**src/hdl/kinematic_bicycle_step_defines.svh**
```systemverilog
// Assertion macros shared by the kinematic bicycle step RTL.
// Each macro expects i_clk and i_rst_n in the scope where it is used.
`ifndef KINEMATIC_BICYCLE_STEP_DEFINES_SVH
`define KINEMATIC_BICYCLE_STEP_DEFINES_SVH
`ifndef SYNTHESIS
// Same-cycle implication.
`define KBS_ASSERT_IMP(lbl, ante, cons) \
    lbl: assert property (@(posedge i_clk) disable iff (!i_rst_n) (ante) |-> (cons)) \
        else $error("kbs assertion failed");
// Next-cycle implication.
`define KBS_ASSERT_NXT(lbl, ante, cons) \
    lbl: assert property (@(posedge i_clk) disable iff (!i_rst_n) (ante) |=> (cons)) \
        else $error("kbs assertion failed");
`else
`define KBS_ASSERT_IMP(lbl, ante, cons)
`define KBS_ASSERT_NXT(lbl, ante, cons)
`endif
`endif

```
**src/hdl/kbs_pkg.sv**
```systemverilog
`default_nettype none
package kbs_pkg;

    // Configuration register map
    localparam int CFG_IDX_W = 1;
    localparam logic [CFG_IDX_W-1:0] CFG_TIME_STEP = 1'b0;
    localparam logic [CFG_IDX_W-1:0] CFG_WHEELBASE = 1'b1;

    localparam int DT_W   = 17;
    localparam int LF_W   = 23;
    localparam int DATA_W = 32;

    localparam logic [DT_W-1:0] DT_RESET = 17'd6554;
    localparam logic [LF_W-1:0] LF_RESET = 23'd174981;

    // Angle scale round(2^33/pi) and CORDIC gain 0.6072529 in Q30
    localparam logic [63:0] ANG_SCALE = 64'h00000000A2F9836E;
    localparam logic signed [33:0] CORDIC_GAIN = 34'sd652032874;
    localparam int ATAN_N = 24;

    // Yaw-rate divider: quotient bits produced after the saturation check
    localparam int DIV_STAGES = 46;

    // Queue between front and back
    localparam int FIFO_DEPTH = 4;
    localparam int FIFO_AW    = 2;

    // Item as classified by the front
    typedef struct packed {
        logic signed [31:0] x;
        logic signed [31:0] y;
        logic signed [31:0] h;
        logic signed [31:0] v;
        logic signed [31:0] a;
        logic signed [33:0] z;
        logic               flip;
        logic [62:0]        pmag;
        logic               qneg;
        logic               qsat;
    } t_cmd;

    // One stage of the back pipeline (CORDIC and divider side by side)
    typedef struct packed {
        logic signed [31:0]    x;
        logic signed [31:0]    y;
        logic signed [31:0]    h;
        logic signed [31:0]    v;
        logic signed [31:0]    a;
        logic signed [33:0]    cx;
        logic signed [33:0]    cy;
        logic signed [33:0]    z;
        logic                  flip;
        logic                  qneg;
        logic                  qsat;
        logic [LF_W-1:0]       rem;
        logic [DIV_STAGES-1:0] pbits;
        logic [DIV_STAGES-1:0] quot;
    } t_stg;

    // atan(2^-i) as a binary angle, 2^32 per turn
    function automatic logic [31:0] kbs_atan(input int i);
        logic [31:0] r;
        begin
            unique case (i)
                0:  r = 32'h20000000;
                1:  r = 32'h12E4051E;
                2:  r = 32'h09FB385B;
                3:  r = 32'h051111D4;
                4:  r = 32'h028B0D43;
                5:  r = 32'h0145D7E1;
                6:  r = 32'h00A2F61E;
                7:  r = 32'h00517C55;
                8:  r = 32'h0028BE53;
                9:  r = 32'h00145F2F;
                10: r = 32'h000A2F98;
                11: r = 32'h000517CC;
                12: r = 32'h00028BE6;
                13: r = 32'h000145F3;
                14: r = 32'h0000A2FA;
                15: r = 32'h0000517D;
                16: r = 32'h000028BE;
                17: r = 32'h0000145F;
                18: r = 32'h00000A30;
                19: r = 32'h00000518;
                20: r = 32'h0000028C;
                21: r = 32'h00000146;
                22: r = 32'h000000A3;
                23: r = 32'h00000051;
                default: r = 32'h0;
            endcase
            return r;
        end
    endfunction

    // Clamp a wide signed value to 32 bits
    function automatic logic signed [31:0] kbs_sat32(input logic signed [66:0] v);
        logic signed [31:0] r;
        begin
            if (v > 67'sd2147483647) begin
                r = 32'sh7FFFFFFF;
            end else if (v < -67'sd2147483648) begin
                r = 32'sh80000000;
            end else begin
                r = v[31:0];
            end
            return r;
        end
    endfunction

endpackage
`default_nettype wire

```
**src/hdl/kbs_fifo.sv**
```systemverilog
`default_nettype none
`include "kinematic_bicycle_step_defines.svh"
module kbs_fifo import kbs_pkg::*; (
    input  wire logic i_clk,
    input  wire logic i_rst_n,
    input  wire logic i_push,
    input  t_cmd      i_data,
    output logic      o_full,
    input  wire logic i_pop,
    output t_cmd      o_data,
    output logic      o_empty
);

    t_cmd               r_mem [FIFO_DEPTH];
    logic [FIFO_AW-1:0] r_wptr, r_rptr;
    logic [FIFO_AW:0]   r_cnt;
    logic               w_push, w_pop;

    assign o_full  = r_cnt == (FIFO_AW+1)'(FIFO_DEPTH);
    assign o_empty = r_cnt == '0;
    assign w_push  = i_push && !o_full;
    assign w_pop   = i_pop && !o_empty;
    assign o_data  = r_mem[r_rptr];

    // Pointers and fill count
    always_ff @(posedge i_clk) begin
        if (!i_rst_n) begin
            r_wptr <= '0;
            r_rptr <= '0;
            r_cnt  <= '0;
        end else begin
            if (w_push) begin
                r_wptr <= r_wptr + 1'b1;
            end
            if (w_pop) begin
                r_rptr <= r_rptr + 1'b1;
            end
            if (w_push && !w_pop) begin
                r_cnt <= r_cnt + 1'b1;
            end else if (w_pop && !w_push) begin
                r_cnt <= r_cnt - 1'b1;
            end
        end
    end

    // Entry storage
    always_ff @(posedge i_clk) begin
        if (w_push) begin
            r_mem[r_wptr] <= i_data;
        end
    end

    `KBS_ASSERT_IMP(a_fifo_bound, 1'b1, r_cnt <= (FIFO_AW+1)'(FIFO_DEPTH))
    `KBS_ASSERT_NXT(a_fifo_up, w_push && !w_pop, r_cnt == $past(r_cnt) + 1'b1)

endmodule
`default_nettype wire

```
**config.mk**
```make
export PLATFORM = sky130hd
export DESIGN_NAME = kbs_fifo
export DESIGN_NICKNAME = d
export VERILOG_FILES = /design/src/hdl/kbs_pkg.sv /design/src/hdl/kbs_fifo.sv
export VERILOG_INCLUDE_DIRS = /design/src /design/src/hdl
export SDC_FILE = /design/constraint.sdc
export NUM_CORES = 1
export LEC_CHECK = 0
export ABC_AREA = 1
export ABC_CLOCK_PERIOD_IN_PS = 38400
export BUFFER_PORTS_ARGS = -buffer_cell sky130_fd_sc_hd__buf_2
export CORE_MARGIN = 3
export CORE_UTILIZATION = 50
export DETAILED_ROUTE_END_ITERATION = 10
export PLACE_DENSITY = 0.78
export SLEW_MARGIN = 30
export SYNTH_ARGS = -nofsm -noshare
export SYNTH_HDL_FRONTEND = slang
export SYNTH_SLANG_ARGS = --single-unit
```
**constraint.sdc**
```tcl
create_clock -name i_clk -period 38.4 [get_ports i_clk]
set_input_delay 3.84 -clock i_clk [delete_from_list [all_inputs] [get_ports i_clk]]
set_output_delay 3.84 -clock i_clk [all_outputs]
set_load 0.02 [all_outputs]
```
# ---- Yosys cells after proc, flatten, opt, wreduce, memory -nomap -nowiden
# Memories as Yosys holds them, arrays and structs flattened. A register that Yosys moved wholly into a read port is not among the register bits.
# Cells that the tools add are included.
dict set report word_totals {
  register_bits 7
  ramBits 1040
  inputBits 264
  output_inout_bits 262
  wordCells 25
  memories 1
}
dict set report classes {
  n_addsub 4
  eq_ne 1
  n_mux 6
  reduce_logical 10
}
# name depth word_bits rd rd_clocked_by_memory_dff wr line_no
set memory_table {}
lappend memory_table {r_mem 4 260 1 1 1 kbs_fifo.sv:14} ;# t_cmd r_mem [FIFO_DEPTH];
# cell n
set ops {}
lappend ops {{$mux 3} 2}
lappend ops {{$add 2x1->2 const B} 2}
lappend ops {{$logic_and 1x1->1} 4}
lappend ops {{$logic_not 1->1} 4}
lappend ops {{$mux 2} 2}
lappend ops {{$add 3x1->3 const B} 1}
lappend ops {{$eq 3x3->1 const B} 1}
lappend ops {{$logic_not 3->1} 1}
lappend ops {{$sub 3x1->3 const B} 1}
lappend ops {{$mux 1} 2}
lappend ops {{$reduce_bool 2->1} 1}

# ---- Depth between registers and ports, before layout
# Gate-level depths: netlist of run 1.
dict set report depth {
  ltp_word 7
  mapped_depth 13
  ltp_nobuf 13
}

# ---- Worst setup path before layout of run 1
# No wires, ideal clock.
dict set report synth_timing {
  kind {input port to flip-flop}
  startpoint {input port i_push}
  endpoint {memory r_mem[0][0] (netlist bit) (enable)}
  setup_ps 886
  arrival_ps 14719
  t_required_ps 37514
  path_slack_ps 22795
  path_stages 2
  n_path_buf 0
  cell_sequence {nand2_1 > nor2_1}
}
dict set report synth_between {
  elab_chain_cells 3
}
# item line_no
set synth_rtl {}
lappend synth_rtl {{from (decl)} kbs_fifo.sv:6} ;# input wire logic i_push,
lappend synth_rtl {{$logic_and 1x1->1} kbs_fifo.sv:21} ;# assign w_push = i_push && !o_full;
lappend synth_rtl {{$mux 1} kbs_fifo.sv:48} ;# if (w_push) begin
lappend synth_rtl {{$mux 1 (not written as such)} kbs_fifo.sv:49} ;# r_mem[r_wptr] <= i_data;
lappend synth_rtl {{to (decl)} kbs_fifo.sv:14}
# No other way between the ends.

==> results of run 1 <==
## final timing paths
path         cells past startpoint            end  slack [ns]
max                              6    o_data[193]       30.33
min                              2       register        0.50
max reg2reg                      8  r_mem[3][145]       34.74
min reg2reg                      2       register        0.50
## registers in the layout, summed over array words and instances (netlist names), named ones only
register / flops
r_rptr: 2
r_wptr: 2
r_cnt: 3
r_mem: 1040
## per-layer routing
| metal | vias up | track usage | share of wire |
|---|---|---|---|
| met3 | 190 | 0.04612 | 0.073 |
| met5 | - | 0 | 0.0015 |
| li1 | 10810 | - | - |
| met1 | 11740 | 0.2722 | 0.39 |
| met4 | 22 | 0.08419 | 0.034 |
| met2 | 917 | 0.3483 | 0.50 |
## report_power, final
group | switching [uW] | internal [uW] | total, uW
clock | 408 | 594 | 1000
combinational | 600 | 216 | 816
sequential | 31.7 | 1390 | 1420
total | 1040 | 2200 | 3240
## cells by family after synthesis
| group | Yosys count | synth area share |
|---|---|---|
| AND/OR/NAND/NOR | 554 | 0.05361 |
| XOR/XNOR | 1 | 0.0002249 |
| adder cells (fa/ha/maj) | 6 | 0.002120 |
| buffers and inverters | 190 | 0.02868 |
| AO/OA/AOI/OAI | 784 | 0.1091 |
| flip-flops | 1049 | 0.8063 |
## cell type report
cell class / count / area share
antenna: 25 / 0.001369
clock buffer: 137 / 0.06031
clock inverter: 48 / 0.01396
inverter: 18 / 0.001999
multi-input combinational: 1345 / 0.1413
sequential: 1049 / 0.6875
tap: 1030 / 0.02820
timing repair buffer: 554 / 0.06535
## layout by cell type, fill, tap and decap left out, drive strengths merged
master	count
edfxtp	1040
buf	554
nor2	534
o21ai	521
o22ai	260
clkbuf	137
clkinv	31
diode	25
inv	22
nand2	15
bufinv	13
dfxtp	9
ha	5
nand3	4
a21oi	3
xor2	1
nand3b	1
fa	1
## worst max-delay path: stages, from the launching register on
cell and delay, ns:
dfxtp_4 0.63, buf_12 0.56, buf_4 0.84, buf_6 0.59, o21ai_0 0.24, o22ai_1 0.28, buf_2 0.21
## metrics by stage
step / cell area [um^2] / std cells / setup WS (ns)
after floorplan: 38960 / 2584 / 22.80
after global placement: 42120 / 3992 / 30.79
after detailed placement: 42130 / 3992 / 30.67
after CTS: 45520 / 4177 / 29.95
after global routing: 45690 / 4202 / 29.95
final: 45700 / 4206 / 30.33
==> flow_metrics.py, run 1 <==
metrics = {
    "outcome": {
        "status": "finished clean",
    },
    "place": {
        "place.gp.congestion": 0.8024,
        "hpwl_um": 49730,
        "portBuffers": 525,
    },
    "yosys": {
        "yosysTopAreaCell": "edfxtp_1",
        "ys.flop_type": "edfxtp_1",
        "ys_warn_count": 0,
        "syn_nets": 2854,
        "yosys.cell_types.count": 21,
        "ys_ff_latch": 1049,
        "synth.most_common_cell": "edfxtp_1",
        "synth_edf_count": 1040,
        "async_reset_ff_frac": 0,
        "yosys-top-cells-count": "edfxtp_1 (1040), nor2_1 (534), o21ai_0 (482)",
        "syn_area_um2": 38960,
        "yosys-top-cells-area": "edfxtp_1 (80%), o21ai_0 (6.2%), nor2_1 (5.1%), o22ai_1 (4.2%), buf_6 (1.1%)",
        "synth.avg_cell_area_um2": 15.08,
        "synth.yosys.seq_area_share": 0.8063,
        "netlist_instances": 2584,
        "synth_top_area_frac": 0.8017,
    },
    "setup_path": {
        "cp.required_ns": 34.56,
        "cp-start-kind": "register",
        "crit_fanout": 206,
        "crit_type": "reg2out",
        "arrival_ns": 4.23,
        "r2r_start": "r_cnt[0]",
        "end_kind": "output port",
    },
    "final_layout": {
        "final_net_count": 3341,
        "syn2layout_area_growth_pct": 17.31,
        "regArea_um2": 31420,
        "multi_input_area_um2": 6459,
        "fillCellCount": 5614,
        "final_core_util": 0.5968,
        "drive_above_1_share": 0.2244,
    },
    "sta": {
        "hold_viol": 0,
        "fin_crit_ns": 8.075,
        "setup-tns-final_ns": 0,
        "setup_viol": 0,
        "holdWs_ns": 0.4962,
        "drv_slew": 0,
        "fmaxAchievable_mhz": 123.8,
        "fin_worst_skew_ns": 0.02539,
        "max_slew_margin": 0.2731,
        "period_share": 0.2103,
        "tightest_slew_ns": 1.090,
        "rsz0062_at_grt": "no",
    },
    "clock_tree": {
        "max-clock-path-buffers": 3,
        "numCtsBuffers": 103,
        "clkSlewWorstSetupHoldPaths_ns": 0.06,
        "root_buffer": "clkbuf_16",
        "hold_buffers": 0,
        "cts_sinks": 1049,
        "post_cts_buffers": 0,
        "cts_resized": 0,
        "clk_latency_ns": 0.64,
        "h-tree-depth": 3,
        "cts_tree": "built",
    },
    "detailed_routing": {
        "vias": 23680,
        "drtIter0Drc": 2091,
        "routed_via_density": 5.629,
        "ant_nets": 0,
        "wl_per_cell_um": 21.11,
        "firstDrtPassIters": 5,
        "drc_errors": 0,
        "wl_um": 88770,
    },
    "power": {
        "finalPower_uw": 3242,
        "ir_worst_vdd_v": 0.00005298,
        "leakage_uw": 0.01582,
        "powerDensity_nw_per_um2": 70.94,
    },
    "die": {
        "core-area_um2": 76580,
        "rows": 101,
        "ioPinCount": 526,
        "initial_utilization": 0.5087,
        "die_y_um": 285.1,
        "dieWidth_um": 285.1,
        "die_area_um2": 81300,
    },
    "grt": {
        "antenna_found_initial": 36,
        "grt_max_degree": 217,
        "grt_pass1_wl_um": 133100,
        "first_global_vias": 22780,
        "grt-ovfl-total": 0,
        "grt_usage": 0.2102,
    },
    "worst_hold_path": {
        "hold_start": "r_rptr[0]",
        "hold_class": "reg2reg",
    },
    "job": {
        "drv_cap": 0,
    },
}
Power figures use the tool's default switching activity.
==> inputs of run 2 (changes only) <==
--- a/config.mk
+++ b/config.mk
@@ -7,7 +7,7 @@
 export NUM_CORES = 1
 export LEC_CHECK = 0
 export ABC_AREA = 1
-export ABC_CLOCK_PERIOD_IN_PS = 38400
+export ABC_CLOCK_PERIOD_IN_PS = 7750
 export BUFFER_PORTS_ARGS = -buffer_cell sky130_fd_sc_hd__buf_2
 export CORE_MARGIN = 3
 export CORE_UTILIZATION = 50
==> constraint.sdc (replaced) <==
create_clock -name i_clk -period 7.75 [get_ports i_clk]
set_input_delay 0.775 -clock i_clk [delete_from_list [all_inputs] [get_ports i_clk]]
set_output_delay 0.775 -clock i_clk [all_outputs]
set_load 0.02 [all_outputs]
==> run 2 against run 1 <==
Clock skew grew 0.0012 ns. Power grew to 4.9 times the previous value. Cell count is essentially flat. Via count shrank 0.42%. Hold slack lost 0.15 ns. First-iteration DRC count grew 5.8%. Critical path type unchanged. Critical endpoint is now o_data[82]. Largest power group unchanged.
==> flow_metrics.py, run 2 (synthesis results as in run 1) <==
metrics = {
    "setup_path": {
        "ff2ff_path_depth": 7,
        "cp.required_ns": 6.97,
        "cp-start-kind": "register",
        "end_kind": "output port",
        "crit_type": "reg2out",
        "arrival_ns": 4.04,
        "crit_fanout": 222,
        "r2r_setup_slack_ns": 4.90,
        "r2r_start": "r_cnt[0]",
        "reg2reg_to": "r_mem[2][149]",
    },
    "place": {
        "post-place-ws_ns": 3.739,
        "place_inst": 3992,
        "portBuffers": 525,
        "hpwl_um": 48880,
        "placed_area_um2": 42170,
        "place.gp.congestion": 0.7979,
    },
    "die": {
        "core-area_um2": 76580,
        "ioPinCount": 526,
        "initial_utilization": 0.5087,
        "dieWidth_um": 285.1,
        "die_y_um": 285.1,
        "rows": 101,
        "die_area_um2": 81300,
    },
    "worst_hold_path": {
        "hold_depth": 1,
        "hold_class": "in2reg",
        "min_to": "r_mem[0][245]",
        "hold_start": "i_data[245]",
    },
    "detailed_routing": {
        "wl_per_cell_um": 20.89,
        "drc_errors": 0,
        "ant_nets": 0,
        "wl_um": 87790,
        "routed_via_density": 5.609,
        "firstDrtPassIters": 6,
        "drtIter0Drc": 2212,
        "vias": 23580,
    },
    "clock_tree": {
        "h-tree-depth": 3,
        "cts_resized": 0,
        "cts_sinks": 1049,
        "cts_tree": "built",
        "clkSlewWorstSetupHoldPaths_ns": 0.06,
        "max-clock-path-buffers": 3,
        "hold_buffers": 0,
        "clk_latency_ns": 0.64,
        "numCtsBuffers": 102,
        "post_cts_buffers": 0,
        "root_buffer": "clkbuf_16",
    },
    "sta": {
        "fmaxAchievable_mhz": 207.8,
        "hold_viol": 0,
        "tightest_slew_ns": 1.095,
        "period_share": 0.6208,
        "rsz0062_at_grt": "no",
        "max_slew_margin": 0.2702,
        "setup_viol": 0,
        "fin_crit_ns": 4.811,
        "fin_worst_skew_ns": 0.02662,
        "setup_slack_ns": 2.939,
        "drv_slew": 0,
    },
    "final_layout": {
        "reg.largest.list": "r_mem (1040), r_cnt (3)",
        "final_area_um2": 45570,
        "final_common_cell": "edfxtp_1",
        "largest_register_ffs": 1040,
        "layoutNonFillerInstCount": 4203,
        "layout_common_cells": "edfxtp_1 (1040), nor2_1 (530), buf_2 (525)",
        "syn2layout_area_growth_pct": 16.99,
        "regMostFlops": "r_mem",
        "final_net_count": 3339,
        "drive_above_1_share": 0.2235,
    },
    "grt": {
        "antenna_found_initial": 24,
        "grt-ovfl-total": 0,
        "grt_pass1_wl_um": 131600,
        "first_global_vias": 22790,
        "grt_max_degree": 263,
        "grt_usage": 0.2076,
    },
    "outcome": {
        "status": "finished clean",
    },
    "job": {
        "drv_cap": 0,
    },
    "power": {
        "leakage_uw": 0.01576,
        "ir_worst_vdd_v": 0.0002698,
        "powerDensity_nw_per_um2": 348.1,
    },
}
run 2: how the worst max path moves through the flow:
stage	from	cells past startpoint	slack [ns]	to
6_report	register	5	2.94	o_data[82]
3_3_place_gp	register	5	3.85	o_data[74]
2_1_floorplan	i_push	2	-0.42	r_mem[0][0]
5_1_grt	register	5	2.71	o_data[74]
4_1_cts	register	5	2.99	o_data[82]
3_5_place_dp	register	5	3.74	o_data[74]
run 2: per-layer routing:
layer / part of all wire / vias up / track usage
met3: 0.075 / 181 / 0.04652
met5: 0.0012 / - / 0
met1: 0.38 / 11670 / 0.2611
li1: - / 10790 / -
met2: 0.51 / 915 / 0.3525
met4: 0.035 / 16 / 0.08099
run 2: critical path, stage by stage, from the launching register on:
cell	delay, ns
dfxtp_4	0.88
buf_4	0.75
buf_12	0.61
o21ai_0	0.28
o22ai_1	0.26
buf_2	0.21
run 2: through the flow:
stage	total power [uW]	TNS (ns)	util	hold WS [ns]
floorplan	9914	-441.90	-	0.4648
global placement	11110	0	0.5503	0.4758
detailed placement	11190	0	0.5506	0.4887
CTS	15960	0	0.5933	0.2828
global route	16530	0	0.5950	0.3001
finish	15860	0	0.5951	0.3431
run 2: area by class of cell:
| cell class | instances | area (um^2) |
|---|---|---|
| fill | 5608 | 31010 |
| timing repair buffer | 553 | 3000 |
| clock inverter | 62 | 600.6 |
| tap | 1030 | 1289 |
| inverter | 18 | 91.34 |
| multi-input combinational | 1345 | 6459 |
| clock buffer | 128 | 2671 |
| antenna | 18 | 45.04 |
| sequential | 1049 | 31420 |
run 2: power breakdown:
part | switching, uW | internal, uW
logic | 2940 | 1070
registers | 171 | 6900
clock network | 2030 | 2760
total | 5140 | 10700
