File: src/hdl/kinematic_bicycle_step_defines.svh
// Assertion macros shared by the kinematic bicycle step RTL.
// Each macro expects i_clk and i_rst_n in the scope where it is used.
`ifndef KINEMATIC_BICYCLE_STEP_DEFINES_SVH
`define KINEMATIC_BICYCLE_STEP_DEFINES_SVH
`ifndef SYNTHESIS
// Same-cycle implication.
`define KBS_ASSERT_IMP(lbl, ante, cons) \
    lbl: assert property (@(posedge i_clk) disable iff (!i_rst_n) (ante) |-> (cons)) \
        else $error("kbs assertion failed");
// Next-cycle implication.
`define KBS_ASSERT_NXT(lbl, ante, cons) \
    lbl: assert property (@(posedge i_clk) disable iff (!i_rst_n) (ante) |=> (cons)) \
        else $error("kbs assertion failed");
`else
`define KBS_ASSERT_IMP(lbl, ante, cons)
`define KBS_ASSERT_NXT(lbl, ante, cons)
`endif
`endif

File: src/hdl/kbs_pkg.sv
`default_nettype none
package kbs_pkg;

    // Configuration register map
    localparam int CFG_IDX_W = 1;
    localparam logic [CFG_IDX_W-1:0] CFG_TIME_STEP = 1'b0;
    localparam logic [CFG_IDX_W-1:0] CFG_WHEELBASE = 1'b1;

    localparam int DT_W   = 17;
    localparam int LF_W   = 23;
    localparam int DATA_W = 32;

    localparam logic [DT_W-1:0] DT_RESET = 17'd6554;
    localparam logic [LF_W-1:0] LF_RESET = 23'd174981;

    // Angle scale round(2^33/pi) and CORDIC gain 0.6072529 in Q30
    localparam logic [63:0] ANG_SCALE = 64'h00000000A2F9836E;
    localparam logic signed [33:0] CORDIC_GAIN = 34'sd652032874;
    localparam int ATAN_N = 24;

    // Yaw-rate divider: quotient bits produced after the saturation check
    localparam int DIV_STAGES = 46;

    // Queue between front and back
    localparam int FIFO_DEPTH = 4;
    localparam int FIFO_AW    = 2;

    // Item as classified by the front
    typedef struct packed {
        logic signed [31:0] x;
        logic signed [31:0] y;
        logic signed [31:0] h;
        logic signed [31:0] v;
        logic signed [31:0] a;
        logic signed [33:0] z;
        logic               flip;
        logic [62:0]        pmag;
        logic               qneg;
        logic               qsat;
    } t_cmd;

    // One stage of the back pipeline (CORDIC and divider side by side)
    typedef struct packed {
        logic signed [31:0]    x;
        logic signed [31:0]    y;
        logic signed [31:0]    h;
        logic signed [31:0]    v;
        logic signed [31:0]    a;
        logic signed [33:0]    cx;
        logic signed [33:0]    cy;
        logic signed [33:0]    z;
        logic                  flip;
        logic                  qneg;
        logic                  qsat;
        logic [LF_W-1:0]       rem;
        logic [DIV_STAGES-1:0] pbits;
        logic [DIV_STAGES-1:0] quot;
    } t_stg;

    // atan(2^-i) as a binary angle, 2^32 per turn
    function automatic logic [31:0] kbs_atan(input int i);
        logic [31:0] r;
        begin
            unique case (i)
                0:  r = 32'h20000000;
                1:  r = 32'h12E4051E;
                2:  r = 32'h09FB385B;
                3:  r = 32'h051111D4;
                4:  r = 32'h028B0D43;
                5:  r = 32'h0145D7E1;
                6:  r = 32'h00A2F61E;
                7:  r = 32'h00517C55;
                8:  r = 32'h0028BE53;
                9:  r = 32'h00145F2F;
                10: r = 32'h000A2F98;
                11: r = 32'h000517CC;
                12: r = 32'h00028BE6;
                13: r = 32'h000145F3;
                14: r = 32'h0000A2FA;
                15: r = 32'h0000517D;
                16: r = 32'h000028BE;
                17: r = 32'h0000145F;
                18: r = 32'h00000A30;
                19: r = 32'h00000518;
                20: r = 32'h0000028C;
                21: r = 32'h00000146;
                22: r = 32'h000000A3;
                23: r = 32'h00000051;
                default: r = 32'h0;
            endcase
            return r;
        end
    endfunction

    // Clamp a wide signed value to 32 bits
    function automatic logic signed [31:0] kbs_sat32(input logic signed [66:0] v);
        logic signed [31:0] r;
        begin
            if (v > 67'sd2147483647) begin
                r = 32'sh7FFFFFFF;
            end else if (v < -67'sd2147483648) begin
                r = 32'sh80000000;
            end else begin
                r = v[31:0];
            end
            return r;
        end
    endfunction

endpackage
`default_nettype wire

File: src/hdl/kbs_in_if.sv
`default_nettype none
interface kbs_in_if;
    logic               valid;
    logic               ready;
    logic signed [31:0] x_position;
    logic signed [31:0] y_position;
    logic signed [31:0] heading;
    logic signed [31:0] speed;
    logic signed [31:0] steering_angle;
    logic signed [31:0] acceleration;

    modport source (
        output valid, x_position, y_position, heading, speed, steering_angle,
               acceleration,
        input  ready
    );
    modport sink (
        input  valid, x_position, y_position, heading, speed, steering_angle,
               acceleration,
        output ready
    );
endinterface
`default_nettype wire

File: src/hdl/kbs_front.sv
`default_nettype none
`include "kinematic_bicycle_step_defines.svh"
module kbs_front import kbs_pkg::*; #(
    parameter int FRAC_BITS = 16
) (
    input  wire logic            i_clk,
    input  wire logic            i_rst_n,
    input  wire logic [LF_W-1:0] i_lf,
    kbs_in_if.sink               i_item,
    input  wire logic            i_full,
    output logic                 o_push,
    output t_cmd                 o_cmd
);

    logic               r_fv;
    logic [63:0]        r_hp;
    logic signed [63:0] r_pv;
    logic signed [31:0] r_x, r_y, r_h, r_v, r_a;

    logic        w_acc;
    logic [31:0] w_bam, w_bamf;
    logic        w_flip;
    logic [63:0] w_pabs;

    // Input register stage; refills as soon as its item moves into the queue
    assign i_item.ready = !r_fv || !i_full;
    assign w_acc        = i_item.valid && i_item.ready;
    assign o_push       = r_fv && !i_full;

    always_ff @(posedge i_clk) begin
        if (!i_rst_n) begin
            r_fv <= 1'b0;
        end else if (w_acc) begin
            r_fv <= 1'b1;
        end else if (o_push) begin
            r_fv <= 1'b0;
        end
    end

    // Heading to binary angle product and speed times steering
    always_ff @(posedge i_clk) begin
        if (w_acc) begin
            r_hp <= {{32{i_item.heading[31]}}, i_item.heading} * ANG_SCALE;
            r_pv <= 64'(i_item.speed) * 64'(i_item.steering_angle);
            r_x  <= i_item.x_position;
            r_y  <= i_item.y_position;
            r_h  <= i_item.heading;
            r_v  <= i_item.speed;
            r_a  <= i_item.acceleration;
        end
    end

    // Quadrant fold of the angle
    assign w_bam  = r_hp[FRAC_BITS+33:FRAC_BITS+2];
    assign w_flip = (w_bam + 32'h40000000) >= 32'h80000000;
    assign w_bamf = w_flip ? (w_bam - 32'h80000000) : w_bam;

    // Magnitude and saturation check of the yaw-rate dividend
    assign w_pabs = r_pv[63] ? (64'd0 - 64'(r_pv)) : 64'(r_pv);

    always_comb begin
        o_cmd.x    = r_x;
        o_cmd.y    = r_y;
        o_cmd.h    = r_h;
        o_cmd.v    = r_v;
        o_cmd.a    = r_a;
        o_cmd.z    = {{2{w_bamf[31]}}, w_bamf};
        o_cmd.flip = w_flip;
        o_cmd.pmag = w_pabs[62:0];
        o_cmd.qneg = r_pv[63];
        o_cmd.qsat = {6'd0, w_pabs[62:DIV_STAGES]} >= i_lf;
    end

    `KBS_ASSERT_IMP(a_front_hold, r_fv && i_full, !i_item.ready)

endmodule
`default_nettype wire

File: src/flat_wrapper.sv
// flat-port wrapper written by rule: the top's interface ports become plain ports
module kbs_front_flat import kbs_pkg::*;
#(
    parameter int FRAC_BITS = 16
)
  (i_clk, i_rst_n, i_lf, i_full, o_push, o_cmd, i_item_valid, i_item_x_position, i_item_y_position, i_item_heading, i_item_speed, i_item_steering_angle, i_item_acceleration, i_item_ready);
  kbs_in_if i_item_i ();
  input  wire logic i_clk;
  input  wire logic i_rst_n;
  input  wire logic [LF_W-1:0] i_lf;
  input  wire logic i_full;
  output logic o_push;
  output t_cmd o_cmd;
  input wire logic [$bits(i_item_i.valid)-1:0] i_item_valid;
  input wire logic [$bits(i_item_i.x_position)-1:0] i_item_x_position;
  input wire logic [$bits(i_item_i.y_position)-1:0] i_item_y_position;
  input wire logic [$bits(i_item_i.heading)-1:0] i_item_heading;
  input wire logic [$bits(i_item_i.speed)-1:0] i_item_speed;
  input wire logic [$bits(i_item_i.steering_angle)-1:0] i_item_steering_angle;
  input wire logic [$bits(i_item_i.acceleration)-1:0] i_item_acceleration;
  output wire logic [$bits(i_item_i.ready)-1:0] i_item_ready;
  assign i_item_i.valid = i_item_valid;
  assign i_item_i.x_position = i_item_x_position;
  assign i_item_i.y_position = i_item_y_position;
  assign i_item_i.heading = i_item_heading;
  assign i_item_i.speed = i_item_speed;
  assign i_item_i.steering_angle = i_item_steering_angle;
  assign i_item_i.acceleration = i_item_acceleration;
  assign i_item_ready = i_item_i.ready;
  kbs_front #(.FRAC_BITS(FRAC_BITS)) u_core (.i_clk(i_clk), .i_rst_n(i_rst_n), .i_lf(i_lf), .i_item(i_item_i), .i_full(i_full), .o_push(o_push), .o_cmd(o_cmd));
endmodule
File: config.mk
export PLATFORM = sky130hd
export DESIGN_NAME = kbs_front_flat
export DESIGN_NICKNAME = d
export VERILOG_FILES = /design/src/hdl/kbs_pkg.sv /design/src/hdl/kbs_in_if.sv /design/src/hdl/kbs_front.sv /design/src/flat_wrapper.sv
export VERILOG_INCLUDE_DIRS = /design/src /design/src/hdl
export SDC_FILE = /design/constraint.sdc
export NUM_CORES = 2
export LEC_CHECK = 0
export BUFFER_PORTS_ARGS = -buffer_cell sky130_fd_sc_hd__buf_2
export CAP_MARGIN = 30
export CORE_MARGIN = 8
export CORE_UTILIZATION = 55
export CTS_BUF_LIST = sky130_fd_sc_hd__clkbuf_4 sky130_fd_sc_hd__clkbuf_8
export DETAILED_ROUTE_END_ITERATION = 8
export PLACE_DENSITY_LB_ADDON = 0.15
export SLEW_MARGIN = 20
export SYNTH_ARGS = -nofsm -noshare
export SYNTH_HDL_FRONTEND = slang
export SYNTH_SLANG_ARGS = --single-unit
File: constraint.sdc
create_clock -name i_clk -period 24.7 [get_ports i_clk]
set_clock_uncertainty 0.1 [all_clocks]
set_input_delay 1.235 -clock i_clk [delete_from_list [all_inputs] [get_ports i_clk]]
set_output_delay 1.235 -clock i_clk [all_outputs]
set_load 0.005 [all_outputs]
Word-level counts from Yosys, hierarchy flattened
Index checks and enable logic that the tools add are counted.
- $add $sub $neg: 3
- multipliers: 2
- $lt $le $gt $ge: 2
- muxes and demuxes: 4
- reductions and logical operators: 6
- operators by type and width (kind ; count):
    multiplier 32 x 32 -> 64 bit ; 1
    multiplier 64 x 31 -> 49 bit, second input constant ; 1
    2-to-1 mux 63 bit ; 1
    subtractor 1 x 63 -> 63 bit, first input constant ; 1
    adder 32 x 31 -> 32 bit, second input constant ; 1
    >= comparator 32 bit, second input constant ; 1
    2-to-1 mux 32 bit ; 1
    subtractor 32 bit, second input constant ; 1
    >= comparator 17 x 23 -> 1 bit ; 1
    logical AND 1 bit ; 2
    zero test 1 bit ; 2
    2-to-1 mux 1 bit ; 2
    nonzero test 2 bit ; 1
    logical OR 1 bit ; 1
- flip-flop bits (word level): 274
- input bits: 219
- output and inout port bits: 262
- word-level logic and storage cells: 25

Longest topological paths before layout
- word-level depth: 4
- gate-level depth with buffers: 28
- mapped depth without buffers: 27

Least setup slack after synthesis
OpenSTA, ideal clock, no wires.
- path kind: input -> register
- from: input i_item_steering_angle[8]
- to: register u_core.r_pv[62] (data pin)
- library setup time: 270 ps
- arrival: 8423 ps
- data required time: 24330 ps
- slack: 15907 ps
- cell stages on the path: 23
- buffers on the path: 2
- path through: clkbuf_1 nand2_1 fa_1 fa_1 fa_1 fa_1 fa_1 inv_1 fa_1 fa_1 fa_1 ha_1 clkbuf_1 and4_1 nand2_1 or4_1 a211oi_1 o21ai_0 a21oi_1 a311oi_1 o2111a_1 a311oi_1 xor2_1
- word-level cells in the longest chain between the ends: 1
- ends and longest elaborated chain (element ; line ; text):
    start: declaration ; flat_wrapper.sv:19 ; input wire logic [$bits(i_item_i.steering_angle)-1:0] i_item_steering_angle;
    multiplier 32 x 32 -> 64 bit ; kbs_front.sv:44 ; r_pv <= 64'(i_item.speed) * 64'(i_item.steering_angle);
    end signal: assignment ; kbs_front.sv:44 ;
    end: declaration ; kbs_front.sv:17 ; logic signed [63:0] r_pv;
No other way between the ends.
A chain may end at the register's enable or synchronous reset.

Final worst setup path
- from: input i_item_speed[16]
- to: register u_core.r_pv[62] (data pin)
- word-level cells in the longest chain between the ends: 1
- ends and longest elaborated chain (element ; line ; text):
    start: declaration ; flat_wrapper.sv:18 ; input wire logic [$bits(i_item_i.speed)-1:0] i_item_speed;
    multiplier 32 x 32 -> 64 bit ; kbs_front.sv:44 ;
No other way between the ends.

==> flow_summary.html <==
<table>
<tr><th>Metric</th><th>Value</th></tr>
<tr><th colspan="2">Detailed routing</th></tr>
<tr><td>First drt pass iteration count</td><td>6</td></tr>
<tr><td>WL final</td><td>168 mm</td></tr>
<tr><td>Drt wl/cell</td><td>22.0 um</td></tr>
<tr><td>Initial detailed-routing violation count</td><td>2320</td></tr>
<tr><td>Via density per instance</td><td>5.37</td></tr>
<tr><td>Vias after detailed routing</td><td>a little over 40000</td></tr>
<tr><td>Final antenna-violating net count</td><td>0</td></tr>
<tr><td>Post-route DRC violation count</td><td>0</td></tr>
<tr><th colspan="2">Placement</th></tr>
<tr><td>Total of buffers placed on input and output ports</td><td>480</td></tr>
<tr><td>Estimated wirelength of the detail-placed design</td><td>139 mm</td></tr>
<tr><td>Post-Place Setup Slack</td><td>14.50 ns</td></tr>
<tr><td>GPL Wtd Cong</td><td>0.943</td></tr>
<tr><th colspan="2">Floorplan</th></tr>
<tr><td>Initial standard-cell utilization of the core</td><td>55.1%</td></tr>
<tr><td>I/O pins</td><td>~480</td></tr>
<tr><td>Die Span Y</td><td>348 um</td></tr>
<tr><td>Total core area</td><td>0.110 mm2</td></tr>
<tr><td>Number of rows created at floorplan</td><td>122</td></tr>
<tr><td>Die boundary width</td><td>348 um</td></tr>
<tr><td>Area enclosed by the die boundary</td><td>0.121 mm2</td></tr>
<tr><th colspan="2">Logic synthesis</th></tr>
<tr><td>Library cell occupying the most area in the post-synthesis netlist</td><td>fa_1</td></tr>
<tr><td>Top area cells in the synthesized netlist</td><td>fa_1 (49%), edfxtp_1 (13%), ha_1 (9.9%), inv_1 (9.1%), and2_1 (5.4%)</td></tr>
<tr><td>Share of async-settable or async-resettable flops after synthesis</td><td>0%</td></tr>
<tr><td>Mux share of post-synthesis cell area</td><td>less than 1%</td></tr>
<tr><td>Post-synthesis net count</td><td>7989</td></tr>
<tr><td>Gate count of the mapped netlist</td><td>around 5800</td></tr>
<tr><td>Post-Synth Simple-Gate Area</td><td>11.2%</td></tr>
<tr><td>Largest family of logic cells by synthesized area</td><td>adder cells</td></tr>
<tr><td>Yosys synthesis warning count</td><td>0</td></tr>
<tr><td>FF+latch count, synth</td><td>257</td></tr>
<tr><td>Synth Area in XOR/XNOR</td><td>2.48%</td></tr>
<tr><td>Proportion of netlist area held by the largest area contributor</td><td>49.0%</td></tr>
<tr><td>Top flip-flop cell by instance count after synthesis</td><td>edfxtp_1</td></tr>
<tr><td>Sequential element share of the synthesized area</td><td>12.7%</td></tr>
<tr><td>Synthesized-area fraction occupied by ao, oa, aoi and oai cells</td><td>under 10%</td></tr>
<tr><td>Avg Synthesized Cell Area</td><td>10.4 um2</td></tr>
<tr><td>EDFF count, synth</td><td>256</td></tr>
<tr><td>Area of the mapped netlist</td><td>0.0607 mm2</td></tr>
<tr><td>Adder and majority gate portion of the synthesized area</td><td>58.9%</td></tr>
<tr><td>Number of library cell types mapped by synthesis</td><td>66</td></tr>
<tr><th colspan="2">Clock network</th></tr>
<tr><td>Clock latency on the worst-skew pair</td><td>between 0.6 and 0.7 ns</td></tr>
<tr><td>Clock-pin slew on the worst setup and hold paths</td><td>0.08 ns</td></tr>
<tr><td>Clock buffer count from CTS</td><td>48</td></tr>
<tr><td>Largest buffer count on any clock path</td><td>3</td></tr>
<tr><td>Post-CTS Setup Repair Bufs</td><td>0</td></tr>
<tr><td>CTS H-Tree Depth</td><td>2</td></tr>
<tr><td>Clock sink total</td><td>257</td></tr>
<tr><td># resized after CTS</td><td>0</td></tr>
<tr><td>Clock Tree Root</td><td>clkbuf_8</td></tr>
<tr><td>CTS tree</td><td>built</td></tr>
<tr><td>Quantity of hold-fixing buffers added after cts</td><td>0</td></tr>
<tr><th colspan="2">Timing</th></tr>
<tr><td>Pins Over Slew Limit</td><td>0</td></tr>
<tr><td>Total Neg Setup Slack</td><td>0 ns</td></tr>
<tr><td>Relative slew margins</td><td>35.9%</td></tr>
<tr><td>Highest clock rate</td><td>104 MHz</td></tr>
<tr><td>RSZ-0062 raised after global routing</td><td>false</td></tr>
<tr><td>Hold_ws</td><td>about 0.44 ns</td></tr>
<tr><td>Min Clock Period, post-route</td><td>9.57 ns</td></tr>
<tr><td>Setup violations, final</td><td>0</td></tr>
<tr><td>Post-route fraction of the period consumed by the critical path</td><td>38.8%</td></tr>
<tr><td>Worst Max-Slew Pin Slew</td><td>0.962 ns</td></tr>
<tr><td>Setup WS post-layout</td><td>15.13 ns</td></tr>
<tr><td>Final hold vios</td><td>0</td></tr>
<tr><th colspan="2">Setup path</th></tr>
<tr><td>Critical-path maximum fanout</td><td>33</td></tr>
<tr><td>Data required time of the worst path</td><td>25.07 ns</td></tr>
<tr><td>Critical Path Source Type</td><td>input pin</td></tr>
<tr><td>Reg2reg start</td><td>u_core.r_fv</td></tr>
<tr><td>Type of destination of the critical path</td><td>flip-flop</td></tr>
<tr><td>Worst reg-to-reg setup slack</td><td>roughly 21 ns</td></tr>
<tr><td>CP Launch Point</td><td>i_item_speed[16]</td></tr>
<tr><td>WP data arrival</td><td>9.95 ns</td></tr>
<tr><td>Crit Path Class</td><td>input pin to flip-flop</td></tr>
<tr><th colspan="2">Finish</th></tr>
<tr><td>Leading cell type in the layout, fill and taps excluded</td><td>fa_1</td></tr>
<tr><td>Nets</td><td>8286</td></tr>
<tr><td>Commonest cells after routing, fill and taps aside</td><td>fa_1 (1485), inv_1 (1478), nand2_1 (551)</td></tr>
<tr><td>Area growth from synthesis to layout</td><td>7.28%</td></tr>
<tr><td>Fraction of final layout cells sized beyond drive strength 1</td><td>9.93%</td></tr>
<tr><th colspan="2">Job</th></tr>
<tr><td>Max-cap violations</td><td>0</td></tr>
<tr><th colspan="2">Run status</th></tr>
<tr><td>Outcome</td><td>complete, no violations</td></tr>
<tr><th colspan="2">GRT</th></tr>
<tr><td>Total routing resource utilization after global routing</td><td>28.4%</td></tr>
<tr><td>Global-route wire length before repair</td><td>263 mm</td></tr>
<tr><td>Pin count of the biggest net entering global routing</td><td>70</td></tr>
<tr><td>Vias in the first global route</td><td>45200</td></tr>
<tr><td>Grt met3 use</td><td>3.89%</td></tr>
<tr><td>Most heavily used metal layer in global routing</td><td>met2</td></tr>
<tr><td>Met2 Usage GRT</td><td>50.1%</td></tr>
<tr><td>M1 GR Usage</td><td>35.1%</td></tr>
<tr><td>Antenna violations before repair</td><td>6</td></tr>
<tr><td>GRT Residual Overflow</td><td>0</td></tr>
<tr><th colspan="2">Worst hold path</th></tr>
<tr><td>Hold Path Class</td><td>flip-flop to flip-flop</td></tr>
<tr><td>Hold Path Origin</td><td>u_core.r_fv</td></tr>
</table>
[per-stage QoR]
step | util [%] | area [um2] | cells
2_1_floorplan | - | 60700 | 5807
3_3_place_gp | 58.1 | 64000 | 7542
3_5_place_dp | 58.1 | 64000 | 7542
4_1_cts | 59.1 | 65100 | 7628
5_1_grt | 59.1 | 65100 | 7629
6_report | 59.1 | 65100 | 7633
[Yosys cell counts (all sizes together), types with 3 or more instances]
cell type and n:
fa 1485, inv 1478, nand2 551, and2 521, ha 478, edfxtp 256, clkbuf 215, xnor2 143
a21oi 101, nor2 84, o21ai 68, a21o 47, buf 40, nor3 30, xor2 29, nand4 22
o31ai 22, nand3 17, or3 17, nor4 16, o21bai 16, and3 15, nor2b 15, o211ai 13
or4 13, a211oi 11, nand2b 11, o21a 11, a31oi 10, o41ai 8, nand3b 6, a21boi 5
a31o 5, o2111ai 5, or2 5, a211o 4, a311oi 3, nor3b 3, o211a 3
[routing by layer]
metal | part of all wire [%] | routed length (um)
met3 | 6.1 | 10300
met4 | 4.8 | 8040
met1 | 38 | 63600
met5 | 0.0077 | 13
met2 | 51 | 86200
[layout make-up]
class / count / area [um2]
clock inverters: 21 / 287
fillers: 9496 / 45000
repair buffers: 502 / 2570
diodes: 5 / 12.5
multi-input cells: 3817 / 46300
well taps: 1488 / 1860
flip-flops and latches: 257 / 7710
clock buffers: 65 / 788
inverters: 1478 / 5550
[sequential cells by signal (all words and copies together), names as in the netlist]
| name | cells |
|---|---|
| u_core.r_y | 32 |
| u_core.r_h | 32 |
| u_core.r_hp | 32 |
| u_core.r_v | 32 |
| u_core.r_a | 32 |
| u_core.r_x | 32 |
| u_core.r_fv | 1 |
| u_core.r_pv | 64 |
[worst max-delay path, cell delays in order]
cell,delay (ns)
buf_2,0.64
nand2_1,0.17
fa_1,0.52
fa_1,0.53
fa_1,0.55
fa_1,0.56
inv_1,0.07
fa_1,0.55
fa_1,0.43
fa_1,0.51
fa_1,0.41
ha_1,0.42
and4_1,0.27
nand2_1,0.10
or4_1,0.52
a211oi_1,0.52
o21ai_0,0.49
a21oi_1,0.47
a311oi_1,0.26
o2111a_1,0.30
a311oi_1,0.30
xor2_1,0.10
[path summary, 6_finish.rpt]
path                      to  depth (start not counted)
min              u_core.r_fv                          2
max reg2reg  u_core.r_hp[41]                          4
max          u_core.r_pv[62]                         22
min reg2reg      u_core.r_fv                          2
[cells by family (layout without fill, tap and decap cells)]
family	after synthesis	count (layout)
other cells	0	5
xor+xnor	172	172
fa+ha+maj	1963	1963
simple gates	1332	1332
buf+inv	1733	2066
compound gates	347	347
flops	257	257
mux	3	3
Power is left out: the tool's default activity adds up to more than one toggle a clock period on the data nets, which glitch-free logic cannot reach.
